--- config.mk ---
export PLATFORM = sky130hd
export DESIGN_NAME = mag_fifo
export DESIGN_NICKNAME = d
export VERILOG_FILES = /design/src/rtl/mag_pkg.sv /design/src/rtl/mag_fifo.sv
export SDC_FILE = /design/constraint.sdc
export NUM_CORES = 1
export LEC_CHECK = 0
export ABC_AREA = 1
export BUFFER_PORTS_ARGS = -buffer_cell sky130_fd_sc_hd__buf_2
export CAP_MARGIN = 40
export CORE_MARGIN = 1
export CORE_UTILIZATION = 51
export DETAILED_ROUTE_END_ITERATION = 10
export PLACE_DENSITY = 0.78
export SYNTH_ARGS = -nofsm -noshare
export SYNTH_HDL_FRONTEND = slang
export SYNTH_SLANG_ARGS = --single-unit
--- constraint.sdc ---
create_clock -name clk -period 2.9 [get_ports clk]
set_input_delay 0.29 -clock clk [delete_from_list [all_inputs] [get_ports clk]]
set_output_delay 0.29 -clock clk [all_outputs]
set_load 0.05 [all_outputs]
--- src/rtl/mag_pkg.sv ---
package mag_pkg;

	localparam int VALUE_BITS = 31;
	localparam int MAX_COUNT_DEF = 1024;

	// input word
	typedef struct packed {
		logic [VALUE_BITS-1:0] sample_value;
		logic                  end_of_set;
	} item_t;

	// result word
	typedef struct packed {
		logic [VALUE_BITS-1:0] max_gap;
		logic                  overflowed;
	} result_t;

	// queue entry between front and back
	typedef struct packed {
		logic [VALUE_BITS-1:0] value;
		logic                  store;
		logic                  last;
		logic                  ovf;
	} qent_t;

	// bucket memory entry
	typedef struct packed {
		logic                  used;
		logic [VALUE_BITS-1:0] low;
		logic [VALUE_BITS-1:0] high;
	} bkt_t;

	// queue status seen by the front
	typedef struct packed {
		logic       full;
		logic [1:0] level;
	} qstat_t;

	typedef enum logic [3:0] {
		ST_INIT,
		ST_IDLE,
		ST_PREP,
		ST_DIV_W,
		ST_DIV_N,
		ST_LOAD,
		ST_DIV_S,
		ST_BREAD,
		ST_SCAN,
		ST_TAIL,
		ST_OUT
	} bstate_t;

endpackage

--- src/rtl/mag_fifo.sv ---
module mag_fifo (
	input  logic            clk,
	input  logic            arst_n,
	input  logic            push,
	input  mag_pkg::qent_t  wdata,
	input  logic            pop,
	output logic            valid,
	output mag_pkg::qent_t  rdata,
	output mag_pkg::qstat_t qstat
);

	mag_pkg::qent_t mem_q [2];
	logic       wp_q;
	logic       rp_q;
	logic [1:0] lvl_q;

	assign valid       = lvl_q != 2'd0;
	assign rdata       = mem_q[rp_q];
	assign qstat.full  = lvl_q == 2'd2;
	assign qstat.level = lvl_q;

	// advance pointers and level
	always_ff @(posedge clk or negedge arst_n) begin
		if (!arst_n) begin
			wp_q  <= 1'b0;
			rp_q  <= 1'b0;
			lvl_q <= 2'd0;
		end else begin
			if (push) wp_q <= ~wp_q;
			if (pop)  rp_q <= ~rp_q;
			lvl_q <= lvl_q + {1'b0, push} - {1'b0, pop};
		end
	end

	always_ff @(posedge clk) begin
		if (push) mem_q[wp_q] <= wdata;
	end

endmodule

==> metrics.md, run 1 <==
| Metric | Value |
|---|---|
| Number of buffers created by CTS | `9` |
| Vias in the first global route | `1495` |
| Via count | `1664` |
| Largest net degree at the start of global routing | `37` |
| Final hold viol count | `0` |
| Slew Limit Fails | `0` |
| Synthesis-to-finish area growth | `23.4%` |
| Row cnt | `26` |
| Critical Path RT | `2.61 ns` |
| Top-count cell post-synth | `edfxtp_1` |
| Post-cts resize count | `0` |
| Final setup TNS | `0 ns` |
| R2r worst-path depth | `2` |
| Final Cycle Share | `0.701` |
| RSZ-0062 raised after global routing | `false` |
| Pre-Repair DR Iteration Count | `4` |
| Io pins | `76` |
| Deepest clock path buffer count | `2` |
| # setup viols final | `0` |
| Worst setup SP type | `flip-flop` |
| Initial Utilization | `0.536` |
| Total gr overflow | `0` |
| Layout cells sized above 1 | `0.347` |
| Post-CTS setup buffers | `0` |
| Root Buffer | `clkbuf_8` |
| Sequential area share after synthesis | `0.773` |
| Hpwl dp | `2920 microns` |
| Syn_area_per_cell | `13.7 sq um` |
| Routed len/inst | `11.7 microns` |
| #FFs+latches synth | `72` |
| Final instance area | `3420 sq um` |
| Yosys cell types | `15` |
| Status | `finished clean` |
| Die width | `75.7 microns` |
| Crit Path Category | `flip-flop to primary output` |
| CP max FO | `36` |
| Critical path arrival | `1.74 ns` |
| Synth warnings | `0` |
| CORE AREA | `5170 sq um` |
| Nets | `326` |
| Mapped Area | `2770 sq um` |
| Iteration-0 DRC Markers | `66` |
| Fmax | `0.492 GHz` |
| Minimum clock period | `2.03 ns` |
| CTS tree | `built` |
| DR DRC count | `0` |
| Buffers on Ports | `75` |
| CTS sink count | `72` |
| Setup Skew | `0.00660 ns` |
| Vias per cell | `4.61` |
| Total global-route track usage | `0.162` |
| Share of the synthesized area in the top cell type | `0.736` |
| Worst slew margin | `0.667` |
| Min-delay worst type | `primary input to flip-flop` |
| Routed Antenna Nets | `0` |
| H-tree depth | `3` |
| Async set or reset register ratio after synthesis | `0.0556` |
| Post-synth EDFFs | `68` |
| Clock Latency Late Sink | `0.33 ns` |
| Largest cells by area after synthesis | `edfxtp_1 74%, inv_1 5.6%, nand2_1 5.6%` |
| Height of the die | `75.7 microns` |
| Max-cap viol count | `0` |
| Cell count after synthesis | `203` |
| Post-Syn Nets | `243` |
| DRT Wirelength | `4220 microns` |
| Post-synth top cells | `68 x edfxtp_1, 41 x inv_1, 41 x nand2_1` |
| Final Util | `0.662` |
| Placed cell areas | `3220 sq um` |
| Synth Flop Type | `edfxtp_1` |
| Worst-Margin Slew | `0.499 ns` |
| Initial antenna violation count | `0` |
| Dominant cell type by area after synthesis | `edfxtp_1` |
| Placer Congestion | `0.709` |
| # diodes | `0` |
| Die ar. | `5740 sq um` |
| First-pass GRT wire length | `6310 microns` |
| Crit end category | `primary output` |
| Clk slew on worst S/H paths | `0.07 ns` |
| Hold Path Depth | `1` |
-- metrics by stage --
step	hold slack (ns)	setup WS, ns	std cells
2_1_floorplan	-0.00559	0.627	203
3_3_place_gp	0.105	1.24	343
3_5_place_dp	0.105	1.21	344
4_1_cts	0.126	0.846	361
5_1_grt	0.120	0.704	361
6_report	0.143	0.868	361
-- timing repair --
| item | CTS | global route |
|---|---|---|
| endpoints found under the setup margin | 0 | 0 |
| hold buffers | 1 | 0 |
| endpoints found under the hold margin | 4 | 0 |
-- cell usage in the layout (no fill, tap or decap) --
cell           netlist  routed
dfrtp_1              4       3
buf_2                3      75
nand3_1              1       1
nor2_4               0       1
clkbuf_8             0       9
clkinvlp_4           0       1
nor2_1               2       1
dfrtp_2              0       1
nand2_1             41      41
inv_1               41      41
clkinv_4             0       1
buf_4                1       2
edfxtp_1            68      68
clkinv_2             0       2
clkbuf_1             0       1
bufinv_16            0       1
o21ai_2              6       6
o21ai_0             23      23
clkinv_1             0       1
xor2_1               2       2
dlygate4sd3_1        0       1
o21ai_1              5       5
ha_1                 2       2
buf_12               0       2
-- worst paths after layout --
kind                                   from                endpoint  slack [ns]
min in group asynchronous            arst_n      lvl_q[1]$_DFF_PN0_        0.31
max in group asynchronous            arst_n        rp_q$_DFFE_PN0P_        2.45
min                                wdata[9]   mem_q[0][9]$_DFFE_PP_        0.14
max reg2reg                wp_q$_DFFE_PN0P_  mem_q[0][32]$_DFFE_PP_        1.63
max                        rp_q$_DFFE_PN0P_                rdata[0]        0.87
min reg2reg                wp_q$_DFFE_PN0P_        wp_q$_DFFE_PN0P_        0.56
-- cell families after synthesis --
logic type / Yosys count / share of synthesized area
buffers and inverters: 49 / 0.0826
flip-flops: 72 / 0.773
XOR/XNOR: 2 / 0.00632
adder cells (fa/ha/maj): 2 / 0.00902
AND/OR/NAND/NOR: 44 / 0.0600
AO/OA/AOI/OAI: 34 / 0.0695
-- registers in the layout (all words and copies together), names as in the netlist --
name   flops
mem_q     68
rp_q       1
wp_q       1
lvl_q      2
-- critical path, stage by stage (launching register included) --
cell and delay (ns):
dfrtp_2 0.68, buf_12 0.26, nand2_1 0.07, o21ai_0 0.08, buf_2 0.29
-- layer usage --
| layer | part of all wire | global-route usage | vias up |
|---|---|---|---|
| met5 | 0 | 0 | - |
| met2 | 0.56 | 0.279 | 43 |
| met3 | 0.046 | 0.0476 | 6 |
| met4 | 0.021 | 0.130 | 0 |
| li1 | - | - | 844 |
| met1 | 0.37 | 0.165 | 771 |
-- cell type report --
class,count,area [sq um]
fillers,371,1750
clock buffers,10,128
multi-input cells,82,409
repair buffers,80,440
flip-flops and latches,72,2140
well taps,70,87.6
inverters,41,154
clock inverters,6,60.1
Power of run 1 is not shown: default switching activity piles up to over one toggle a cycle in this logic, so the estimate is an artifact.
==> run 2, diff against run 1 <==
==> constraint.sdc (replaced) <==
create_clock -name clk -period 2 [get_ports clk]
set_input_delay 0.2 -clock clk [delete_from_list [all_inputs] [get_ports clk]]
set_output_delay 0.2 -clock clk [all_outputs]
set_load 0.05 [all_outputs]
==> metrics.md, run 2 (same netlist as run 1, synthesis figures left out) <==
| Metric | Value |
|---|---|
| CP top delay family | `flip-flops` |
| # diodes | `0` |
| Critical path arrival | `1.66 ns` |
| Routed Antenna Nets | `0` |
| WP buf/inv | `2` |
| DR DRC count | `0` |
| Slowest CP cell | `dfrtp_2` |
| Largest Register | `mem_q` |
| Vias per cell | `4.54` |
| Largest regs | `mem_q: 68 flops, lvl_q: 2 flops` |
| Minimum clock period | `1.86 ns` |
| DRT Wirelength | `4560 microns` |
| CORE AREA | `5170 sq um` |
| Startpoint of the worst setup timing path | `rp_q$_DFFE_PN0P_` |
| Synthesis-to-finish area growth | `24.1%` |
| H-tree depth | `3` |
| Io pins | `76` |
| # fillers | `390` |
| Placed insts | `345` |
| R2r worst-path depth | `2` |
| Worst slew margin | `0.772` |
| Setup Skew | `0.00477 ns` |
| Initial antenna violation count | `0` |
| Worst stage delay on the critical path | `0.58 ns` |
| Vias in the first global route | `1613` |
| Crit end category | `primary output` |
| Largest net degree at the start of global routing | `49` |
| Critical Path RT | `1.80 ns` |
| Pre-Repair DR Iteration Count | `4` |
| RR Startpoint | `wp_q$_DFFE_PN0P_` |
| CP max FO | `48` |
| Leakage | `1.52 nW` |
| Number of buffers created by CTS | `9` |
| R2R Setup Slk | `0.64 ns` |
| Slew Limit Fails | `0` |
| Min-delay worst type | `primary input to flip-flop` |
| Post-CTS setup buffers | `0` |
| Die width | `75.7 microns` |
| Crit-path cells | `buf_12 > nand2_1 > o21ai_1 > buf_2` |
| Clock Latency Late Sink | `0.33 ns` |
| Placer Congestion | `0.711` |
| Nets | `327` |
| Row cnt | `26` |
| Status | `finished clean` |
| Pwr Density | `1740 nW/um^2` |
| Hpwl dp | `3090 microns` |
| Die ar. | `5740 sq um` |
| Fmax | `0.539 GHz` |
| Iteration-0 DRC Markers | `36` |
| # setup viols final | `0` |
| Final instance area | `3440 sq um` |
| Routed len/inst | `12.6 microns` |
| Final hold viol count | `0` |
| Tot Pwr | `5.98 mW` |
| First-pass GRT wire length | `6930 microns` |
| Crit Path Category | `flip-flop to primary output` |
| Placed cell areas | `3220 sq um` |
| Peak VDD IR | `0.997 mV` |
| CTS sink count | `72` |
| Most frequent cells in the layout | `75 x buf_2, 68 x edfxtp_1, 41 x inv_1, 41 x nand2_1, 23 x o21ai_0` |
| Deepest clock path buffer count | `2` |
| RSZ-0062 raised after global routing | `false` |
| Clk slew on worst S/H paths | `0.07 ns` |
| Height of the die | `75.7 microns` |
| Most common cell after layout, fill and taps aside | `buf_2` |
| Levels on crit path | `4` |
| Layout cells sized above 1 | `0.349` |
| CTS tree | `built` |
| Final Util | `0.665` |
| Max-cap viol count | `0` |
| Post-cts resize count | `0` |
| RR Endpoint | `mem_q[0][0]$_DFFE_PP_` |
| Post-CTS Hold Fix Bufs | `1` |
| Via count | `1644` |
| Final Cycle Share | `0.928` |
| Worst Setup EP | `rdata[24]` |
| Worst setup SP type | `flip-flop` |
| Worst-Margin Slew | `0.342 ns` |
| Total gr overflow | `0` |
| Total global-route track usage | `0.177` |
| Buffers on Ports | `75` |
| Final setup TNS | `0 ns` |
| Initial Utilization | `0.536` |
| Root Buffer | `clkbuf_8` |
| Max reg flops | `68` |
| Finished Layout Cells | `362` |
==> run 2: changes by cell type in the layout (fill, tap and decap cells not counted) <==
cell | previous run | this run
clkinv_1 | 1 | 2
clkinvlp_4 | 1 | 0
clkbuf_1 | 1 | 0
bufinv_16 | 1 | 2
buf_12 | 2 | 1
buf_4 | 2 | 4
==> run 2: power breakdown <==
group | switching, mW | total [mW] | internal [mW]
sequential | 0.147 | 2.15 | 2.01
clock | 0.504 | 1.19 | 0.691
combinational | 2.07 | 2.63 | 0.556
total | 2.72 | 5.98 | 3.25
==> run 2: worst register-to-register path: stages, from the launching register on <==
cell and delay (ns):
dfrtp_1 0.43, nor2_4 0.31, buf_4 0.32
==> run 2: how the worst min path moves through the flow <==
stage	cells past startpoint	slack, ns	startpoint	endpoint
after floorplan	0	-0.1	arst_n	lvl_q[0]$_DFF_PN0_
after global placement	1	0.01	arst_n	lvl_q[0]$_DFF_PN0_
after detailed placement	1	0.01	arst_n	lvl_q[0]$_DFF_PN0_
after CTS	1	0.04	wdata[15]	mem_q[0][15]$_DFFE_PP_
after global routing	1	0.04	wdata[15]	mem_q[0][15]$_DFFE_PP_
final	1	0.05	wdata[15]	mem_q[0][15]$_DFFE_PP_
==> run 2: final cells by class <==
class,count,area [sq um],share of cell area
inverter,41,154,0.0447
sequential,72,2140,0.623
tap,70,87.6,0.0255
clock inverter,7,86.3,0.0251
clock buffer,9,124,0.0360
timing repair buffer,81,435,0.127
multi-input combinational,82,409,0.119
==> run 2: stage by stage <==
| stage | hold slack, ns | setup slack, ns |
|---|---|---|
| after floorplan | -0.0956 | 0.0664 |
| after global placement | 0.0125 | 0.524 |
| after detailed placement | 0.0143 | 0.495 |
| after CTS | 0.0371 | 0.125 |
| after global routing | 0.0359 | 0.0153 |
| final | 0.0511 | 0.144 |
==> run 2: metal layers <==
metal / vias up / global-route usage / part of all wire
met2: 50 / 0.317 / 0.54
met5: - / 0 / 0
met3: 5 / 0.0384 / 0.040
met1: 743 / 0.189 / 0.40
met4: 0 / 0.111 / 0.019
li1: 846 / - / -
Note: power is estimated with default switching activity, not from simulation.
