File: src/rtl/mag_pkg.sv
package mag_pkg;

	localparam int VALUE_BITS = 31;
	localparam int MAX_COUNT_DEF = 1024;

	// input word
	typedef struct packed {
		logic [VALUE_BITS-1:0] sample_value;
		logic                  end_of_set;
	} item_t;

	// result word
	typedef struct packed {
		logic [VALUE_BITS-1:0] max_gap;
		logic                  overflowed;
	} result_t;

	// queue entry between front and back
	typedef struct packed {
		logic [VALUE_BITS-1:0] value;
		logic                  store;
		logic                  last;
		logic                  ovf;
	} qent_t;

	// bucket memory entry
	typedef struct packed {
		logic                  used;
		logic [VALUE_BITS-1:0] low;
		logic [VALUE_BITS-1:0] high;
	} bkt_t;

	// queue status seen by the front
	typedef struct packed {
		logic       full;
		logic [1:0] level;
	} qstat_t;

	typedef enum logic [3:0] {
		ST_INIT,
		ST_IDLE,
		ST_PREP,
		ST_DIV_W,
		ST_DIV_N,
		ST_LOAD,
		ST_DIV_S,
		ST_BREAD,
		ST_SCAN,
		ST_TAIL,
		ST_OUT
	} bstate_t;

endpackage

File: src/rtl/mag_front.sv
module mag_front #(
	parameter int MAX_COUNT = mag_pkg::MAX_COUNT_DEF
) (
	input  logic            clk,
	input  logic            arst_n,
	input  logic            start,
	input  mag_pkg::item_t  item,
	input  mag_pkg::qstat_t qstat,
	output logic            busy,
	output logic            push,
	output mag_pkg::qent_t  pdata
);

	localparam int CW = $clog2(MAX_COUNT + 1);

	logic [CW-1:0] cnt_q;
	logic          ovf_q;
	logic          acc;
	logic          room;

	assign busy = qstat.full;
	assign acc  = start && !qstat.full;
	assign room = cnt_q < CW'(MAX_COUNT);

	// classify: store or drop, carry the overflow mark
	always_comb begin
		pdata.value = item.sample_value;
		pdata.store = room;
		pdata.last  = item.end_of_set;
		pdata.ovf   = ovf_q || !room;
	end
	assign push = acc;

	always_ff @(posedge clk or negedge arst_n) begin
		if (!arst_n) begin
			cnt_q <= '0;
			ovf_q <= 1'b0;
		end else if (acc) begin
			if (item.end_of_set) begin
				cnt_q <= '0;
				ovf_q <= 1'b0;
			end else if (room) begin
				cnt_q <= cnt_q + 1'b1;
			end else begin
				ovf_q <= 1'b1;
			end
		end
	end

endmodule

File: config.mk
export PLATFORM = sky130hd
export DESIGN_NAME = mag_front
export DESIGN_NICKNAME = d
export VERILOG_FILES = /design/src/rtl/mag_pkg.sv /design/src/rtl/mag_front.sv
export SDC_FILE = /design/constraint.sdc
export NUM_CORES = 1
export LEC_CHECK = 0
export BUFFER_PORTS_ARGS = -buffer_cell sky130_fd_sc_hd__buf_2
export CAP_MARGIN = 0
export CORE_UTILIZATION = 38
export DETAILED_ROUTE_END_ITERATION = 10
export GPL_TIMING_DRIVEN = 0
export HOLD_SLACK_MARGIN = 0.06
export PLACE_DENSITY = 0.8
export SYNTH_ARGS = -nofsm -noshare
export SYNTH_HDL_FRONTEND = slang
export SYNTH_SLANG_ARGS = --single-unit
File: constraint.sdc
create_clock -name clk -period 1.9 [get_ports clk]
set_input_delay 0.19 -clock clk [delete_from_list [all_inputs] [get_ports clk]]
set_output_delay 0.19 -clock clk [all_outputs]
set_load 0.02 [all_outputs]
==> run summary, run 1 <==
The run finished with clean final reports. For the pin with the worst max-slew slack, the measured transition is 871 ps. The run gives 0.000202 W as the switching power total. The synthesized design contains 12 register bits. Derived from the worst setup path, the maximum achievable clock frequency is 590 MHz. In this run the static leakage power is 0.607 nW. The post-route fraction of the period consumed by the critical path was 89.2%; the hold buffer count at CTS was 1. Of all nets on the critical path, the largest fanout is 9. Ranked by instance count, the synthesized netlist is headed by sky130_fd_sc_hd__buf_4 (34), sky130_fd_sc_hd__dfrtp_1 (12), sky130_fd_sc_hd__o21ai_0 (9). The mean post-synth cell area works out to 8.92 um^2. VDD sags by at most 395 uV. The run gives 137 as the net count of the mapped netlist.

The logs give 0 for the count of nets left with antenna violations after detail routing and 2 for the buffer depth of the longest clock path. Most common cell in the synthesized netlist: sky130_fd_sc_hd__buf_4. Once detailed placement completed, the half-perimeter wirelength came to 1400 um. After clock tree synthesis, the clock-pin slew on the worst setup and hold paths is 70 ps. The ratio of routed vias to standard cells was 4.91. Per report_power, the combinational group accounts for 30.6% of the total. Clock tree synthesis found a total of 12 sinks. Count of unique library cells instantiated by Yosys: 24. The tools report the via count of the first global-routing pass as 602.

The async set-or-reset flop fraction in the synthesized netlist is 100%. In this run, CTS created clock tree buffers numbering 3. The tools report the level count of the clock H-tree as 1.

The worst slew slack as a fraction of its limit was 41.5%; the overall routed net length was 1700 um. Row generation in the floorplan step produced 17 rows. Setup repair after global routing left no endpoint under its margin.

Data on the critical path arrives at its endpoint at 1900 ps. The max-capacitance violation count was 0; the switching share of power was 31.2%. Global routing used 14.3% of the available tracks across all layers. Time the worst path needs with I/O delays and setup: 1700 ps.

The mapped cell area is 875 um^2. The tools report the number of setup buffers added after CTS as 0. Synthesis produced 98 cells.

The total of buffers placed on input and output ports works out to 40. STA classifies the critical path endpoint as a flop. The share of layout cells above drive strength 1 came out at 56.3%. The internal portion of the total power is 0.000445 W.

The worst setup path is launched from a flop. In the routed design, unresolved DRC markers number 0. The detailed router finished its first iteration with 16 violations. Measured on the finished design, the core utilization comes to 52.1%. The root buffer cell chosen for the clock tree is sky130_fd_sc_hd__clkbuf_4. The count of TritonRoute iterations in the first routing pass is 4, and the portion of synthesized cell area occupied by the leading cell type is 34.3%. The logs give 270 ps for the clock insertion delay at the later pin of the skew report and 183 for the post-layout net count.

The post-cts repair resize count was 0. The primary flip-flop cell chosen by synthesis mapping is sky130_fd_sc_hd__dfrtp_1. Number of flops mapped to enable cells by yosys: 0. The total vias in the final route came out at 834. After detailed routing, the average wire length per cell comes to 9.98 um. The logs give 0 for the number of warnings printed during yosys synthesis and 23.5% for the clock share of power. The fraction of power consumed by sequential logic is 45.8%, and the area enclosed by the die boundary is 2500 um^2. The sequential area share after synthesis came out at 34.3%.

For the final number of max-transition violations, the log shows 0. The number of hold violations in the final report was 0; the critical path required time was 2100 ps. The die is 50.0 um tall.

Aggregate negative setup slack: 0 ps. Summed over all layers, the global routing overflow is 0. Ranked by total cell area, the synthesized netlist is headed by sky130_fd_sc_hd__dfrtp_1 (34%), sky130_fd_sc_hd__buf_4 (29%), sky130_fd_sc_hd__o21ai_0 (5.2%). At the end of routability-driven placement, the weighted congestion stood at 0.821. TritonCTS built the clock tree. Setup violations remaining at the end of the flow were counted as 0. On the final layout, the worst hold slack is 205 ps. During I/O placement, the number of pins put on the boundary was 74.

The first global-routing pass estimated 2660 um of wire. The synthesis-to-layout area growth was 30.6%; the initial standard-cell utilization of the core was 39.9%. The region available for standard cell placement spans 2190 um^2. The path type of the worst min-delay path was primary input to flop. In this run the horizontal extent of the chip is 50.0 um. Number of diodes: 0.

Critical path class: flop to flop. Entering global routing, the biggest net connects 13 pins. The final clock skew was 1.45 ps. The largest total area in the synthesized netlist belongs to sky130_fd_sc_hd__dfrtp_1. For the number of antenna violations at the first check in global routing, the log shows 0. In this run the power density over the cells is 566 nW/um^2.
worst paths after layout:
check | to | slack [ps] | from | cells past startpoint
worst min-delay path | ovf_q | 210 | item[0] | 2
max in group asynchronous | cnt_q[3] | 1370 | arst_n | 2
worst min register to register | cnt_q[8] | 520 | cnt_q[8] | 1
worst max register to register | cnt_q[7] | 200 | cnt_q[10] | 3
worst max-delay path | cnt_q[7] | 200 | cnt_q[10] | 3
min in group asynchronous | cnt_q[6] | 310 | arst_n | 2
stage by stage:
step                cells  cell area, um^2  setup slack, ps  total power [W]
global route          170             1140              129         0.000684
global placement      166             1110              223         0.000492
floorplan              98              875              323         0.000442
detailed placement    166             1110              182         0.000500
finish                170             1140              205         0.000647
CTS                   170             1140              199         0.000655
cell usage in the layout (no fill, tap or decap):
master / instances
sky130_fd_sc_hd__buf_2: 40
sky130_fd_sc_hd__buf_4: 34
sky130_fd_sc_hd__dfrtp_1: 12
sky130_fd_sc_hd__o21ai_0: 9
sky130_fd_sc_hd__a21oi_1: 7
sky130_fd_sc_hd__a31oi_1: 6
sky130_fd_sc_hd__nand2_1: 3
sky130_fd_sc_hd__clkbuf_4: 3
sky130_fd_sc_hd__inv_1: 2
sky130_fd_sc_hd__nand2b_1: 2
sky130_fd_sc_hd__and3_1: 2
sky130_fd_sc_hd__a22o_1: 2
sky130_fd_sc_hd__and4_1: 2
sky130_fd_sc_hd__a41oi_1: 2
sky130_fd_sc_hd__nor3_1: 2
sky130_fd_sc_hd__nand3_1: 2
sky130_fd_sc_hd__nand4_1: 2
sky130_fd_sc_hd__or2_2: 1
sky130_fd_sc_hd__clkinv_1: 1
sky130_fd_sc_hd__a311oi_1: 1
sky130_fd_sc_hd__a21o_1: 1
sky130_fd_sc_hd__a31o_2: 1
sky130_fd_sc_hd__clkbuf_1: 1
sky130_fd_sc_hd__or4b_4: 1
sky130_fd_sc_hd__or4_1: 1
sky130_fd_sc_hd__ha_1: 1
sky130_fd_sc_hd__dlygate4sd3_1: 1
cells by family after synthesis:
logic type	count (synthesis)	synth area share (%)
adder cells (fa/ha/maj)	1	1.43
AO/OA/AOI/OAI	29	20.3
buffers and inverters	38	30.9
AND/OR/NAND/NOR	18	13.0
flip-flops	12	34.3
layer usage:
metal	routed length, um	global-route usage, %	up-vias
met5	0	0	-
li1	-	-	411
met3	165	5.56	4
met4	26	5.71	0
met1	690	16.9	373
met2	815	23.2	46
final cells by class:
class / instances / area (um^2)
Timing Repair Buffer: 41 / 210
Inverter: 3 / 11.3
Clock buffer: 3 / 22.5
Buffer: 35 / 259
Fill cell: 214 / 1050
Tap cell: 28 / 35.0
Multi-Input combinational cell: 48 / 304
Sequential cell: 12 / 300
worst max-delay path: stages, from the launching register on:
cell and delay (ps):
sky130_fd_sc_hd__dfrtp_1 450, sky130_fd_sc_hd__nor3_1 740, sky130_fd_sc_hd__o21ai_0 230, sky130_fd_sc_hd__a31oi_1 200
flip-flops by register name, indices dropped and copies added, names as in the netlist:
| register | count |
|---|---|
| cnt_q | 11 |
| ovf_q | 1 |
power groups by stage:
stage / Sequential, W / Combinational [W] / Clock [W]
2_1_floorplan: 0.000296 / 0.000147 / 0
3_3_place_gp: 0.000298 / 0.000194 / 0
3_5_place_dp: 0.000301 / 0.000199 / 0
4_1_cts: 0.000296 / 0.000201 / 0.000159
5_1_grt: 0.000300 / 0.000216 / 0.000169
6_report: 0.000296 / 0.000198 / 0.000152
No activity file was read; power rests on OpenSTA's default activity.
==> run 2, diff against run 1 <==
Settings changed: BUFFER_PORTS_ARGS -buffer_cell sky130_fd_sc_hd__buf_2 to default, CORE_UTILIZATION 38 to 55, DONT_BUFFER_PORTS from default to 1, PLACE_DENSITY 0.8 to 0.7.
==> run 2 against run 1 <==
Net effect:
- wire length rose by 8.1%
- clock skew rose by 7.4 ps
- global-route usage rose by 8.5 points
- critical path depth did not move
- non-clock buffer count fell by 39
- sequential share of layout area rose by 5.1 points
- design area fell by 16%
- largest power group unchanged
==> run summary, run 2 (synthesis results as in run 1) <==
The final clock skew was 8.87 ps; the number of DRC violations after detailed routing was 0. TritonCTS built the clock tree. The worst-path cell with the longest stage delay is sky130_fd_sc_hd__or4b_4. The fraction of power consumed by sequential logic was 44.0%; the die outline width was 41.9 um. In the global route stage, overall resource usage came out at 22.9%. Measured on the finished design, the core utilization comes to 64.2%.

Post-CTS timing repair inserted 0 buffers for setup. The logs give 670 for the via count of the first global-routing pass and 145 ps for the worst-case setup slack after placement. The cell depth of the worst min-delay path came out at 2.

The met2 wirelength from detailed routing is 876 um, and the final instance count without filler cells is 120. STA classifies the critical path startpoint as a flop. Once placement completed, the tool counted placed cells totaling 114.

The clock share of power came out at 31.0%. The most common cell after layout, fill and taps aside was sky130_fd_sc_hd__buf_4. The register containing the most flip-flops in the final layout is cnt_q. The largest driver fanout on the critical path came out at 7. The run gives 0 as the number of hold violations in the final report. The root cell of the clock tree was sky130_fd_sc_hd__clkbuf_4. For the routed metal-1 wirelength, the log shows 716 um. The worst slew slack as a fraction of its limit was 61.9%; the number of buffers and inverters on the critical path was 0.

For the worst flop-to-flop path, the logic depth is 3. STA classifies the critical path endpoint as a flop. 74 I/O pins were placed. The net count of the finished layout is 144. The detailed router's first-iteration violation count came out at 16.

The worst hold path terminates at cnt_q[3]. After legalization and detailed placement, the total HPWL measured 1350 um. In this design, the largest share of critical-path delay is due to simple AND/OR/NAND/NOR gates. The count of buffers added on input and output ports is 0.

On the worst path, the slowest cell contributes a delay of 570 ps. The largest registers in the layout are cnt_q x11, ovf_q x1. The die covers 1750 um^2. The internal reg-to-reg setup slack is 200 ps. The number of antenna violations at the first check in global routing is 0, and the count of TritonRoute iterations in the first routing pass is 4.

The highest routing layer actually used is met4. 0 antenna diodes ended up in the layout. Setup total negative slack on the finished layout was measured at 0 ps. In this run the remaining antenna-violating nets after routing total 0. Setup violations remaining at the end of the flow were counted as 0. In the layout the commonest cells are sky130_fd_sc_hd__buf_4 (34), sky130_fd_sc_hd__dfrtp_1 (12), sky130_fd_sc_hd__o21ai_0 (9). The clock buffer count from CTS was 3. The max-capacitance violation count was 0. The run gives 1 as the level count of the clock H-tree.

The switching share of power was 31.1%. Walking the worst path, the cells encountered are or4b_4 > or4_1 > o21ai_0. Data arrival time at the worst-slack endpoint: 1900 ps. Clock insertion delay at the later pin of the skew report: 280 ps. The startpoint identified for the worst hold timing path is item[0]. The slew at the pin closest to its max-slew limit came out at 566 ps. The clock passes through at most 2 buffers. Global routing finished with a remaining overflow of 0. At the end of routability-driven placement, the weighted congestion stood at 0.818. For the number of placement rows, the log shows 14. The startpoint identified for the worst register-to-register timing path is cnt_q[10]. The register with the most flip-flops in the layout has 11 of them. Setup slack on the critical path of the routed design comes to 202 ps. The die outline height is 41.9 um, and the switching power total is 0.000210 W. For the worst setup path, the data required time is 2100 ps.

The final route contains 738 vias. Across the VDD grid, the largest voltage drop is 451 uV. Entering global routing, the biggest net connects 13 pins. The worst path in the final design needs a cycle of 1700 ps, including I/O delays and setup. The floorplan step defined a core boundary enclosing 1490 um^2. The first global-routing pass estimated 2980 um of wire. Met3 layer wire length in the routed design: 203 um. Power spread over the standard cell area amounts to 706 nW/um^2.

The flow ran to the end, and the final reports show no timing, DRC or antenna violations. In this run the static leakage power is 0.462 nW. Ratio of routed vias to standard cells: 6.15. Of the available clock period, the critical path in the final layout requires 89.4%. The share of layout cells above drive strength 1 was 40.4%; the maximum clock frequency was 589 MHz. The critical path class is flop to flop. The initial standard-cell utilization of the core is 58.7%. In this run the worst hold path is classified as primary input to flop.

Cell internal power was estimated by the tool at 0.000465 W. Combinational logic is responsible for 25.0% of the overall power. Setup repair after global routing left no endpoint under its margin. The final number of max-transition violations is 0, and the clock sink total is 12.

Clock-pin slew was measured on the worst setup and hold paths at 80 ps. Compared with the post-synthesis result, the final layout area differs by 9.30%. Worst flop-to-flop path endpoint: cnt_q[9].

The overall routed net length was 1830 um. The detailed-route wire length per cell works out to 15.3 um.
run 2: per-layer routing:
metal	GRT usage, %	up-vias
met1	26.5	339
met2	37.2	56
met4	10.3	0
met5	0	-
li1	-	337
met3	8.70	6
run 2: how the worst max path moves through the flow:
stage / slack (ps) / depth (start not counted) / from / to
detailed placement: 140 / 3 / cnt_q[10] / cnt_q[7]
finish: 200 / 3 / cnt_q[10] / cnt_q[9]
CTS: 130 / 3 / cnt_q[10] / cnt_q[7]
global placement: 240 / 3 / cnt_q[10] / cnt_q[9]
floorplan: 320 / 3 / cnt_q[10] / cnt_q[9]
global route: 140 / 3 / cnt_q[10] / cnt_q[9]
run 2: cell type report:
cell class,count,area (um^2)
fill,132,533
multi-input combinational,48,309
sequential,12,300
buffer,35,259
clock buffer,4,36.3
timing repair buffer,2,20.0
tap,16,20.0
inverter,3,11.3
run 2: through the flow:
stage	hold slack [ps]	area [um^2]	power, W
3_3_place_gp	-105	895	0.000456
4_1_cts	123	951	0.000678
2_1_floorplan	-106	875	0.000442
3_5_place_dp	-105	895	0.000461
5_1_grt	116	956	0.000712
6_report	126	956	0.000675
run 2: power groups by stage:
stage,clock network [W],registers (W),logic [W]
6_report,0.000209,0.000297,0.000169
5_1_grt,0.000230,0.000301,0.000181
4_1_cts,0.000213,0.000296,0.000170
3_5_place_dp,0,0.000301,0.000160
3_3_place_gp,0,0.000299,0.000157
2_1_floorplan,0,0.000296,0.000147
run 2: what timing repair did:
| item | in CTS | in global routing |
|---|---|---|
| hold endpoints to repair | 14 | 0 |
| hold buffers | 2 | 0 |
| resized for setup | 0 | 1 |
| endpoints found under the setup margin | 0 | 2 |
run 2: worst register-to-register path, stage by stage (launching register included):
cell and delay [ps]:
sky130_fd_sc_hd__dfrtp_1 460, sky130_fd_sc_hd__or4b_4 580, sky130_fd_sc_hd__or4_1 500, sky130_fd_sc_hd__o21ai_0 80
